### src/rtl/bst_pkg.sv
// Shared types, constants and byte classification for the byte stream tokenizer.
// No dependencies; every other file of the block imports this package.
package bst_pkg;

  // Default counter width and fixed field widths of the result channel
  localparam int unsigned COUNT_BITS_DEF = 24;
  localparam int unsigned OFS_W          = 24;
  localparam int unsigned VAL_W          = 32;
  localparam int unsigned BYTE_W         = 8;

  // Result queue depth (power of two)
  localparam int unsigned TOKQ_DEPTH = 4;

  // Separator, line break and digit codes
  localparam logic [BYTE_W-1:0] CH_TAB   = 8'h09;
  localparam logic [BYTE_W-1:0] CH_LF    = 8'h0A;
  localparam logic [BYTE_W-1:0] CH_CR    = 8'h0D;
  localparam logic [BYTE_W-1:0] CH_SPACE = 8'h20;
  localparam logic [BYTE_W-1:0] CH_ZERO  = 8'h30;
  localparam logic [BYTE_W-1:0] CH_NINE  = 8'h39;

  // Token kinds
  localparam logic KIND_WORD  = 1'b0;
  localparam logic KIND_PUNCT = 1'b1;

  typedef enum logic [1:0] {
    CLS_WORD,
    CLS_SEP,
    CLS_BRK,
    CLS_PUNCT
  } byte_cls_e;

  // One result item
  typedef struct packed {
    logic              token_kind;
    logic [BYTE_W-1:0] token_char;
    logic [OFS_W-1:0]  start_offset;
    logic [OFS_W-1:0]  token_length;
    logic [OFS_W-1:0]  line_number;
    logic [OFS_W-1:0]  column_number;
    logic              all_digits;
    logic [VAL_W-1:0]  number_value;
    logic              number_saturated;
    logic              last_of_item;
  } token_t;

  // Tokens produced by one input item, first in order at tok0
  typedef struct packed {
    logic [1:0] cnt;
    token_t     tok0;
    token_t     tok1;
  } push_t;

  // Sort a text byte into word, separator, line break or punctuation
  function automatic byte_cls_e classify(input logic [BYTE_W-1:0] b);
    byte_cls_e cls;
    case (b) inside
      CH_SPACE, CH_TAB: cls = CLS_SEP;
      CH_LF, CH_CR:     cls = CLS_BRK;
      8'h7E, 8'h21, 8'h40, 8'h23, 8'h24, 8'h25, 8'h5E, 8'h26,
      8'h2A, 8'h28, 8'h29, 8'h2B, 8'h60, 8'h2D, 8'h3D, 8'h7B,
      8'h7D, 8'h7C, 8'h3A, 8'h22, 8'h5B, 8'h5D, 8'h5C, 8'h3B,
      8'h27, 8'h3C, 8'h3E, 8'h3F, 8'h2C, 8'h2E, 8'h2F: cls = CLS_PUNCT;
      default:          cls = CLS_WORD;
    endcase
    return cls;
  endfunction

endpackage

### src/rtl/bst_in_if.sv
// Input channel of the tokenizer: one text byte or an end-of-text marker per transfer.
// Depends on bst_pkg for field widths.
interface bst_in_if;
  import bst_pkg::*;

  logic              valid;
  logic              ready;
  logic [BYTE_W-1:0] text_byte;
  logic              end_of_text;

  modport source (output valid, output text_byte, output end_of_text, input ready);
  modport sink   (input valid, input text_byte, input end_of_text, output ready);
endinterface

### src/rtl/bst_tok_if.sv
// Result channel of the tokenizer: one token per transfer.
// Depends on bst_pkg for field widths.
interface bst_tok_if;
  import bst_pkg::*;

  logic              valid;
  logic              ready;
  logic              token_kind;
  logic [BYTE_W-1:0] token_char;
  logic [OFS_W-1:0]  start_offset;
  logic [OFS_W-1:0]  token_length;
  logic [OFS_W-1:0]  line_number;
  logic [OFS_W-1:0]  column_number;
  logic              all_digits;
  logic [VAL_W-1:0]  number_value;
  logic              number_saturated;
  logic              last_of_item;

  modport source (
    output valid, input ready,
    output token_kind, output token_char, output start_offset, output token_length,
    output line_number, output column_number, output all_digits, output number_value,
    output number_saturated, output last_of_item
  );
  modport sink (
    input valid, output ready,
    input token_kind, input token_char, input start_offset, input token_length,
    input line_number, input column_number, input all_digits, input number_value,
    input number_saturated, input last_of_item
  );
  modport monitor (
    input valid, input ready,
    input token_kind, input token_char, input start_offset, input token_length,
    input line_number, input column_number, input all_digits, input number_value,
    input number_saturated, input last_of_item
  );
endinterface

### src/rtl/bst_scan.sv
// Input register, tokenizer state and token build for one byte per cycle while the queue has room.
// Depends on bst_pkg and bst_in_if.
module bst_scan #(
  parameter int unsigned COUNT_BITS = bst_pkg::COUNT_BITS_DEF
) (
  input  logic           clk_i,
  input  logic           rst_ni,
  bst_in_if.sink         in_i,
  input  logic           room2_i,
  output bst_pkg::push_t push_o
);
  import bst_pkg::*;

  localparam logic [COUNT_BITS-1:0] CNT_MAX  = '1;
  localparam logic [COUNT_BITS-1:0] CNT_ONE  = COUNT_BITS'(1);
  localparam logic [COUNT_BITS-1:0] CNT_ZERO = '0;
  localparam int unsigned           NV_W     = VAL_W + 4;

  // Input register
  logic              vld_q;
  logic [BYTE_W-1:0] byte_q;
  logic              eot_q;
  logic              fire;

  // Tokenizer state
  logic                  in_word_q,     in_word_d;
  logic [COUNT_BITS-1:0] position_q,    position_d;
  logic [COUNT_BITS-1:0] line_q,        line_d;
  logic [COUNT_BITS-1:0] column_q,      column_d;
  logic [COUNT_BITS-1:0] word_start_q,  word_start_d;
  logic [COUNT_BITS-1:0] word_line_q,   word_line_d;
  logic [COUNT_BITS-1:0] word_column_q, word_column_d;
  logic [COUNT_BITS-1:0] word_length_q, word_length_d;
  logic                  digits_only_q, digits_only_d;
  logic [VAL_W-1:0]      value_acc_q,   value_acc_d;
  logic                  value_over_q,  value_over_d;

  byte_cls_e             cls;
  logic                  is_dig;
  logic [3:0]            digit;
  logic [NV_W-1:0]       val_ext;
  logic [NV_W-1:0]       nv;
  logic [COUNT_BITS-1:0] pos_inc, col_inc, line_inc, len_inc;
  logic                  flush, punct;
  token_t                word_tok, punct_tok;

  assign fire       = vld_q && room2_i;
  assign in_i.ready = !vld_q || room2_i;

  // Hold the accepted item until the queue has room for its tokens
  always_ff @(posedge clk_i or negedge rst_ni) begin
    if (!rst_ni) begin
      vld_q <= 1'b0;
    end else if (in_i.ready) begin
      vld_q <= in_i.valid;
    end
  end

  always_ff @(posedge clk_i) begin
    if (in_i.valid && in_i.ready) begin
      byte_q <= in_i.text_byte;
      eot_q  <= in_i.end_of_text;
    end
  end

  // Classify the byte and prepare the saturating increments
  assign cls      = classify(byte_q);
  assign is_dig   = (byte_q >= CH_ZERO) && (byte_q <= CH_NINE);
  assign digit    = is_dig ? byte_q[3:0] : 4'd0;
  assign val_ext  = NV_W'(value_acc_q);
  assign nv       = (val_ext << 3) + (val_ext << 1) + NV_W'(digit);
  assign pos_inc  = (position_q == CNT_MAX) ? position_q : position_q + CNT_ONE;
  assign col_inc  = (column_q == CNT_MAX) ? column_q : column_q + CNT_ONE;
  assign line_inc = (line_q == CNT_MAX) ? line_q : line_q + CNT_ONE;
  assign len_inc  = (word_length_q == CNT_MAX) ? word_length_q : word_length_q + CNT_ONE;

  assign flush = in_word_q && (eot_q || (cls != CLS_WORD));
  assign punct = !eot_q && (cls == CLS_PUNCT);

  // Build the pending word token and the punctuation token
  always_comb begin
    word_tok                  = '0;
    word_tok.token_kind       = KIND_WORD;
    word_tok.start_offset     = OFS_W'(word_start_q);
    word_tok.token_length     = OFS_W'(word_length_q);
    word_tok.line_number      = OFS_W'(word_line_q);
    word_tok.column_number    = OFS_W'(word_column_q);
    word_tok.all_digits       = digits_only_q;
    word_tok.number_value     = digits_only_q ? value_acc_q : '0;
    word_tok.number_saturated = digits_only_q && value_over_q;
    word_tok.last_of_item     = !punct;

    punct_tok               = '0;
    punct_tok.token_kind    = KIND_PUNCT;
    punct_tok.token_char    = byte_q;
    punct_tok.start_offset  = OFS_W'(position_q);
    punct_tok.token_length  = OFS_W'(CNT_ONE);
    punct_tok.line_number   = OFS_W'(line_q);
    punct_tok.column_number = OFS_W'(column_q);
    punct_tok.last_of_item  = 1'b1;
  end

  // Order the tokens: a flushed word always comes first
  always_comb begin
    push_o.cnt  = 2'd0;
    push_o.tok0 = flush ? word_tok : punct_tok;
    push_o.tok1 = punct_tok;
    if (fire) begin
      push_o.cnt = {1'b0, flush} + {1'b0, punct};
    end
  end

  // Next state
  always_comb begin
    in_word_d     = in_word_q;
    position_d    = position_q;
    line_d        = line_q;
    column_d      = column_q;
    word_start_d  = word_start_q;
    word_line_d   = word_line_q;
    word_column_d = word_column_q;
    word_length_d = word_length_q;
    digits_only_d = digits_only_q;
    value_acc_d   = value_acc_q;
    value_over_d  = value_over_q;
    if (eot_q) begin
      in_word_d  = 1'b0;
      position_d = CNT_ZERO;
      line_d     = CNT_ONE;
      column_d   = CNT_ONE;
    end else begin
      position_d = pos_inc;
      case (cls)
        CLS_SEP, CLS_PUNCT: begin
          in_word_d = 1'b0;
          column_d  = col_inc;
        end
        CLS_BRK: begin
          in_word_d = 1'b0;
          line_d    = line_inc;
          column_d  = CNT_ONE;
        end
        default: begin
          column_d = col_inc;
          if (!in_word_q) begin
            // open a new word at this byte
            in_word_d     = 1'b1;
            word_start_d  = position_q;
            word_line_d   = line_q;
            word_column_d = column_q;
            word_length_d = CNT_ONE;
            digits_only_d = is_dig;
            value_acc_d   = VAL_W'(digit);
            value_over_d  = 1'b0;
          end else begin
            word_length_d = len_inc;
            if (!is_dig) begin
              digits_only_d = 1'b0;
            end else if (digits_only_q && !value_over_q) begin
              // accumulate, clamping once the value leaves 32 bits
              if (|nv[NV_W-1:VAL_W]) begin
                value_acc_d  = '1;
                value_over_d = 1'b1;
              end else begin
                value_acc_d = nv[VAL_W-1:0];
              end
            end
          end
        end
      endcase
    end
  end

  always_ff @(posedge clk_i or negedge rst_ni) begin
    if (!rst_ni) begin
      in_word_q     <= 1'b0;
      position_q    <= CNT_ZERO;
      line_q        <= CNT_ONE;
      column_q      <= CNT_ONE;
      word_start_q  <= CNT_ZERO;
      word_line_q   <= CNT_ONE;
      word_column_q <= CNT_ONE;
      word_length_q <= CNT_ZERO;
      digits_only_q <= 1'b1;
      value_acc_q   <= '0;
      value_over_q  <= 1'b0;
    end else if (fire) begin
      in_word_q     <= in_word_d;
      position_q    <= position_d;
      line_q        <= line_d;
      column_q      <= column_d;
      word_start_q  <= word_start_d;
      word_line_q   <= word_line_d;
      word_column_q <= word_column_d;
      word_length_q <= word_length_d;
      digits_only_q <= digits_only_d;
      value_acc_q   <= value_acc_d;
      value_over_q  <= value_over_d;
    end
  end

endmodule

### src/rtl/bst_tok_fifo.sv
// Result queue: takes up to two tokens a cycle, hands out one per transfer.
// Depends on bst_pkg and bst_tok_if.
module bst_tok_fifo (
  input  logic           clk_i,
  input  logic           rst_ni,
  input  bst_pkg::push_t push_i,
  output logic           room2_o,
  bst_tok_if.source      tok_o
);
  import bst_pkg::*;

  localparam int unsigned PTR_W = $clog2(TOKQ_DEPTH);
  localparam int unsigned CNT_W = $clog2(TOKQ_DEPTH + 1);
  localparam logic [CNT_W-1:0] ROOM_LIMIT = CNT_W'(TOKQ_DEPTH - 2);

  token_t             mem_q [TOKQ_DEPTH];
  logic [PTR_W-1:0]   wr_ptr_q, wr_ptr_d;
  logic [PTR_W-1:0]   rd_ptr_q, rd_ptr_d;
  logic [CNT_W-1:0]   cnt_q,    cnt_d;
  logic               pop;
  token_t             head;

  assign pop     = tok_o.valid && tok_o.ready;
  assign room2_o = (cnt_q <= ROOM_LIMIT);

  // Advance pointers and occupancy
  always_comb begin
    wr_ptr_d = wr_ptr_q + PTR_W'(push_i.cnt);
    rd_ptr_d = rd_ptr_q + PTR_W'(pop);
    cnt_d    = cnt_q + CNT_W'(push_i.cnt) - CNT_W'(pop);
  end

  always_ff @(posedge clk_i or negedge rst_ni) begin
    if (!rst_ni) begin
      wr_ptr_q <= '0;
      rd_ptr_q <= '0;
      cnt_q    <= '0;
    end else begin
      wr_ptr_q <= wr_ptr_d;
      rd_ptr_q <= rd_ptr_d;
      cnt_q    <= cnt_d;
    end
  end

  // Store the tokens of one item in consecutive slots
  always_ff @(posedge clk_i) begin
    if (push_i.cnt != 2'd0) begin
      mem_q[wr_ptr_q] <= push_i.tok0;
    end
    if (push_i.cnt == 2'd2) begin
      mem_q[wr_ptr_q + PTR_W'(1)] <= push_i.tok1;
    end
  end

  // Present the head token
  assign head                   = mem_q[rd_ptr_q];
  assign tok_o.valid            = (cnt_q != '0);
  assign tok_o.token_kind       = head.token_kind;
  assign tok_o.token_char       = head.token_char;
  assign tok_o.start_offset     = head.start_offset;
  assign tok_o.token_length     = head.token_length;
  assign tok_o.line_number      = head.line_number;
  assign tok_o.column_number    = head.column_number;
  assign tok_o.all_digits       = head.all_digits;
  assign tok_o.number_value     = head.number_value;
  assign tok_o.number_saturated = head.number_saturated;
  assign tok_o.last_of_item     = head.last_of_item;

endmodule

### src/rtl/byte_stream_tokenizer_core.sv
// Top level of the byte stream tokenizer: scanner stage and result queue.
// Depends on bst_pkg, bst_in_if, bst_tok_if, bst_scan and bst_tok_fifo.
//
// The block takes one text byte per cycle while the queue has room and splits
// the stream into word and punctuation tokens. A byte is registered on
// transfer and scanned from that register once the queue has room for its
// tokens, which then enter a four-entry result queue whose head is offered on
// the result port. An item yields zero, one or two tokens (a word closed by a
// punctuation byte gives the word, then the punctuation); the result port hands
// out one token per cycle while the sink is ready, so the sustained rate is one
// byte per cycle as long as items average no more than one token. The input
// stalls while a byte waits in its register and the queue has fewer than two
// free entries. Counters are COUNT_BITS wide and saturate; end_of_text flushes
// any open word and restarts offset, line and column for the next buffer.
module byte_stream_tokenizer_core #(
  parameter int unsigned COUNT_BITS = bst_pkg::COUNT_BITS_DEF
) (
  input  logic      clk_i,
  input  logic      rst_ni,
  bst_in_if.sink    in_i,
  bst_tok_if.source tok_o
);
  import bst_pkg::*;

  push_t push;
  logic  room2;

  // Scan each byte against the tokenizer state
  bst_scan #(
    .COUNT_BITS (COUNT_BITS)
  ) u_scan (
    .clk_i   (clk_i),
    .rst_ni  (rst_ni),
    .in_i    (in_i),
    .room2_i (room2),
    .push_o  (push)
  );

  // Queue tokens towards the result port
  bst_tok_fifo u_fifo (
    .clk_i   (clk_i),
    .rst_ni  (rst_ni),
    .push_i  (push),
    .room2_o (room2),
    .tok_o   (tok_o)
  );

endmodule

### src/flat_wrapper.sv
// flat-port wrapper written by rule: the top's interface ports become plain ports
module byte_stream_tokenizer_core_flat import bst_pkg::*;
#(
  parameter int unsigned COUNT_BITS = bst_pkg::COUNT_BITS_DEF
)
  (clk_i, rst_ni, in_i_valid, in_i_text_byte, in_i_end_of_text, in_i_ready, tok_o_valid, tok_o_ready, tok_o_token_kind, tok_o_token_char, tok_o_start_offset, tok_o_token_length, tok_o_line_number, tok_o_column_number, tok_o_all_digits, tok_o_number_value, tok_o_number_saturated, tok_o_last_of_item);
  bst_in_if in_i_i ();
  bst_tok_if tok_o_i ();
  input  logic clk_i;
  input  logic rst_ni;
  input wire logic [$bits(in_i_i.valid)-1:0] in_i_valid;
  input wire logic [$bits(in_i_i.text_byte)-1:0] in_i_text_byte;
  input wire logic [$bits(in_i_i.end_of_text)-1:0] in_i_end_of_text;
  output wire logic [$bits(in_i_i.ready)-1:0] in_i_ready;
  output wire logic [$bits(tok_o_i.valid)-1:0] tok_o_valid;
  input wire logic [$bits(tok_o_i.ready)-1:0] tok_o_ready;
  output wire logic [$bits(tok_o_i.token_kind)-1:0] tok_o_token_kind;
  output wire logic [$bits(tok_o_i.token_char)-1:0] tok_o_token_char;
  output wire logic [$bits(tok_o_i.start_offset)-1:0] tok_o_start_offset;
  output wire logic [$bits(tok_o_i.token_length)-1:0] tok_o_token_length;
  output wire logic [$bits(tok_o_i.line_number)-1:0] tok_o_line_number;
  output wire logic [$bits(tok_o_i.column_number)-1:0] tok_o_column_number;
  output wire logic [$bits(tok_o_i.all_digits)-1:0] tok_o_all_digits;
  output wire logic [$bits(tok_o_i.number_value)-1:0] tok_o_number_value;
  output wire logic [$bits(tok_o_i.number_saturated)-1:0] tok_o_number_saturated;
  output wire logic [$bits(tok_o_i.last_of_item)-1:0] tok_o_last_of_item;
  assign in_i_i.valid = in_i_valid;
  assign in_i_i.text_byte = in_i_text_byte;
  assign in_i_i.end_of_text = in_i_end_of_text;
  assign in_i_ready = in_i_i.ready;
  assign tok_o_valid = tok_o_i.valid;
  assign tok_o_i.ready = tok_o_ready;
  assign tok_o_token_kind = tok_o_i.token_kind;
  assign tok_o_token_char = tok_o_i.token_char;
  assign tok_o_start_offset = tok_o_i.start_offset;
  assign tok_o_token_length = tok_o_i.token_length;
  assign tok_o_line_number = tok_o_i.line_number;
  assign tok_o_column_number = tok_o_i.column_number;
  assign tok_o_all_digits = tok_o_i.all_digits;
  assign tok_o_number_value = tok_o_i.number_value;
  assign tok_o_number_saturated = tok_o_i.number_saturated;
  assign tok_o_last_of_item = tok_o_i.last_of_item;
  byte_stream_tokenizer_core #(.COUNT_BITS(COUNT_BITS)) u_core (.clk_i(clk_i), .rst_ni(rst_ni), .in_i(in_i_i), .tok_o(tok_o_i));
endmodule
### config.mk
export PLATFORM = sky130hd
export DESIGN_NAME = byte_stream_tokenizer_core_flat
export DESIGN_NICKNAME = d
export VERILOG_FILES = /design/src/rtl/bst_pkg.sv /design/src/rtl/bst_in_if.sv /design/src/rtl/bst_tok_if.sv /design/src/rtl/bst_scan.sv /design/src/rtl/bst_tok_fifo.sv /design/src/rtl/byte_stream_tokenizer_core.sv /design/src/flat_wrapper.sv
export SDC_FILE = /design/constraint.sdc
export NUM_CORES = 1
export LEC_CHECK = 0
export ABC_AREA = 1
export BUFFER_PORTS_ARGS = -buffer_cell sky130_fd_sc_hd__clkbuf_2
export CAP_MARGIN = 25
export CORE_UTILIZATION = 45
export CTS_CLUSTER_DIAMETER = 200
export DETAILED_ROUTE_END_ITERATION = 16
export HOLD_SLACK_MARGIN = 0.1
export MAX_ROUTING_LAYER = met4
export PLACE_DENSITY = 0.59
export RECOVER_POWER = 50
export SLEW_MARGIN = 30
export SYNTH_ARGS = -nofsm -noshare
export SYNTH_HDL_FRONTEND = slang
export SYNTH_SLANG_ARGS = --single-unit
### constraint.sdc
create_clock -name clk_i -period 6.2 [get_ports clk_i]
set_input_delay 0.31 -clock clk_i [delete_from_list [all_inputs] [get_ports clk_i]]
set_output_delay 0.31 -clock clk_i [all_outputs]
set_load 0.05 [all_outputs]
==> impl_metrics.toml <==
[outcome]
outcome = "finished, violations left"
violations = "capacitance limit, slew limit"

[detailed_routing]
firstDrtPassIters = 6
ant_nets = 0
vias_per_cell = 5.64
drc_errors = 0
wl_per_cell_um = 20.1
routed_wl_um = 121000
drt_iter0_markers = 2702
vias = 34195

[synthesis]
synth.avg_cell_area_um2 = 8.09
synthTopCellsByArea = "edfxtp_1 25%, dfrtp_1 13%, dfxtp_1 12%"
synth_edf_count = 329
synthFlopType = "edfxtp_1"
yosysWarnings = 0
yosysTopAreaCellShare_pct = 25.4
async_reset_ff_share_pct = 27.1
synth-seq-area-share_pct = 51.4
ys_ff_latch = 780
synth_top_area_cell = "edfxtp_1"
syn-cell-area_um2 = 38900
synthesis.nets = 4891
yosys.cell_types.count = 46
synthCells = 4802

[setup_path]
required_ps = 5890
slowest_delay_ps = 1790
path_class = "flip-flop to output pin"
rrSetupSlack_ps = 960
path_cells = "inv_1 > clkbuf_2 > o21ai_0 > o22ai_1 > clkbuf_1"
reg2reg_to = "u_core.u_fifo.mem_q[3][30]$_SDFFE_PP0P_"
crit_family = "buffers and inverters"
cp_max_fo = 64
crit_arrival_ps = 5230
end_kind = "output pin"
worst_path_max_delay_cell = "inv_1"
r2r_cells = 20
timing.critical_path.buf_inv = 3
start_kind = "flip-flop"
worstReg2RegStart = "u_core.u_scan.byte_q[0]$_DFFE_PP_"

[global_routing]
grt_pass1_wl_um = 190000
grt_max_degree = 159
grt_antenna_before_repair = 3
grt_pass1_vias = 32714
globalRouteOverflowTotal = 0
grt_use_total_pct = 28.6

[timing]
slew_violations = 503
period_share_pct = 89.4
period_needed_ps = 5540
max_freq_mhz = 180
finalSetupTns_ps = 0
finalSetupViolCount = 0
slew_headroom_pct = -112
hold_viol_final = 0
skew_ps = 31.5
rsz0062_at_grt = "false"
worstMarginPinSlew_ps = 3180

[clocking]
root_buffer = "clkbuf_16"
ctsResizeCount = 0
cts.sinks = 780
cts_buffer_depth = 3
numCtsBuffers = 87
insertion_delay_ps = 640
cts_tree = "yes"
cts_setup_buffers = 0
htreeDepth = 3
cts.clk_slew.worst_paths_ps = 60

[layout]
drive_gt1_share_pct = 5.11
fillers = 8516
nNetsFinal = 4928
final_cells = 6058
area_growth_pct = 11.3
fin_area_um2 = 43200

[pwr]
internal_power_uw = 10300
leakage_uw = 0.0169
p_comb_share_pct = 41.2
power_density_nw_per_um2 = 447
p_sw_uw = 9000
p_seq_share_pct = 31.9
clock_power_share_pct = 26.9
peakVddDrop_mv = 0.372
power_switching_share_pct = 46.5

[place]
placed_cells = 5882
port_buffers = 154
hpwl_um = 72900
place_congestion = 0.922
placed_cell_area_um2 = 40500

[worst_hold_path]
hold_class = "input pin to flip-flop"
hp-start = "tok_o_ready"
hold_end = "u_core.u_fifo.rd_ptr_q[0]$_DFF_PN0_"
hold_path_depth = 3

[floorplanning]
die-area_um2 = 87600
die_w_um = 296
die_y_um = 296
std_cell_rows = 107
num_io_pins = 155
core_area_um2 = 85400
start_util_pct = 45.5

[flow_run]
drv_cap = 8
-- logic make-up after synthesis --
group / synth area share [%]
AO/OA/AOI/OAI: 15.2
XOR/XNOR: 1.60
adder cells (fa/ha/maj): 2.50
buffers and inverters: 6.25
flip-flops: 51.4
AND/OR/NAND/NOR: 23.1
-- worst max path at each step --
stage | from | end | slack, ps | cells past startpoint
after floorplan | u_core.u_scan.byte_q[0]$_DFFE_PP_ | u_core.u_fifo.mem_q[3][131]$_DFFE_PP_ | 1110 | 20
after global placement | u_core.u_scan.byte_q[0]$_DFFE_PP_ | u_core.u_fifo.mem_q[2][31]$_SDFFE_PP0P_ | 1190 | 20
after detailed placement | u_core.u_scan.byte_q[0]$_DFFE_PP_ | u_core.u_fifo.mem_q[3][30]$_SDFFE_PP0P_ | 1230 | 20
after CTS | u_core.u_scan.byte_q[0]$_DFFE_PP_ | u_core.u_fifo.mem_q[3][30]$_SDFFE_PP0P_ | 1210 | 20
after global routing | u_core.u_fifo.rd_ptr_q[1]$_DFF_PN0_ | tok_o_token_length[3] | 390 | 5
final | u_core.u_fifo.rd_ptr_q[1]$_DFF_PN0_ | tok_o_number_value[14] | 660 | 5
-- synth_stat cells (all sizes together), types with 8 or more instances --
library cell  instances
o22ai               145
inv                 339
o31ai                13
o21ai               823
buf                  83
dfrtp               206
xnor2                21
clkinv                8
nand3               392
nand4                50
edfxtp              329
dfxtp               240
nor2                531
xor2                 50
nor3                 59
a21oi                59
a22o                 36
clkbuf              186
ha                   73
nand2              1095
nor4                 16
-- power groups by stage --
stage / clock network [uW] / logic, uW / registers, uW
after floorplan: 0 / 5850 / 6090
after detailed placement: 0 / 8100 / 6270
after global routing: 5490 / 8570 / 6220
after global placement: 0 / 8070 / 6270
final: 5200 / 7970 / 6170
after CTS: 5270 / 8130 / 6170
-- state kept, by name, indices dropped and copies added (netlist names), 2 cells and up --
name                         flops
u_core.u_fifo.mem_q            560
u_core.u_scan.byte_q             8
u_core.u_scan.word_length_q     24
u_core.u_scan.word_start_q      24
u_core.u_scan.value_acc_q       32
u_core.u_scan.column_q          24
u_core.u_fifo.rd_ptr_q           2
u_core.u_scan.word_column_q     24
u_core.u_scan.line_q            24
u_core.u_fifo.wr_ptr_q           2
u_core.u_scan.position_q        24
u_core.u_scan.word_line_q       24
u_core.u_fifo.cnt_q              3
-- tightest hold or removal path, stage by stage --
cell and delay [ps]:
clkbuf_2 110, a21boi_0 170, ha_1 280
-- per-stage QoR --
stage / hold WS, ps / setup slack (ps) / utilization [%] / power, uW
after global placement: 246 / 1190 / 47.3 / 14300
after global routing: 291 / 391 / 50.6 / 20300
after detailed placement: 250 / 1230 / 47.4 / 14400
final: 278 / 658 / 50.6 / 19300
after floorplan: 14.4 / 1110 / - / 11900
after CTS: 199 / 1210 / 50.9 / 19600
-- routing by layer --
metal  track usage [%]  up-vias  part of all wire, %
met1              38.9    16526                   45
li1                  -    16370                    -
met2              44.9     1115                   46
met3              3.55      184                  6.6
met5                 -        -                    0
met4              7.62        0                  2.0
-- cell usage in the layout (no fill, tap or decap), types with 58 or more instances in the layout --
master     count
a21oi_1       58
clkbuf_1     164
clkbuf_16     91
dfrtp_1      204
dfxtp_1      240
edfxtp_1     329
ha_1          73
inv_1        329
nand2_1     1086
nand3_1      392
nor2_1       509
nor3_1        59
o21ai_0      799
o22ai_1      145
-- timing repair --
action / CTS / global route
hold endpoints to repair: 60 / 0
hold buffers: 11 / 0
endpoints found under the setup margin: 0 / 0
-- cell type report --
| class | count | area [um2] | area share, % |
|---|---|---|---|
| antenna | 3 | 7.51 | 0.0174 |
| timing repair buffer | 217 | 1110 | 2.57 |
| tap | 1144 | 1430 | 3.31 |
| inverter | 347 | 1320 | 3.06 |
| multi-input combinational | 3406 | 16500 | 38.2 |
| clock buffer | 136 | 2640 | 6.10 |
| clock inverter | 25 | 240 | 0.555 |
| sequential | 780 | 20000 | 46.2 |
Power figures use the tool's default switching activity.
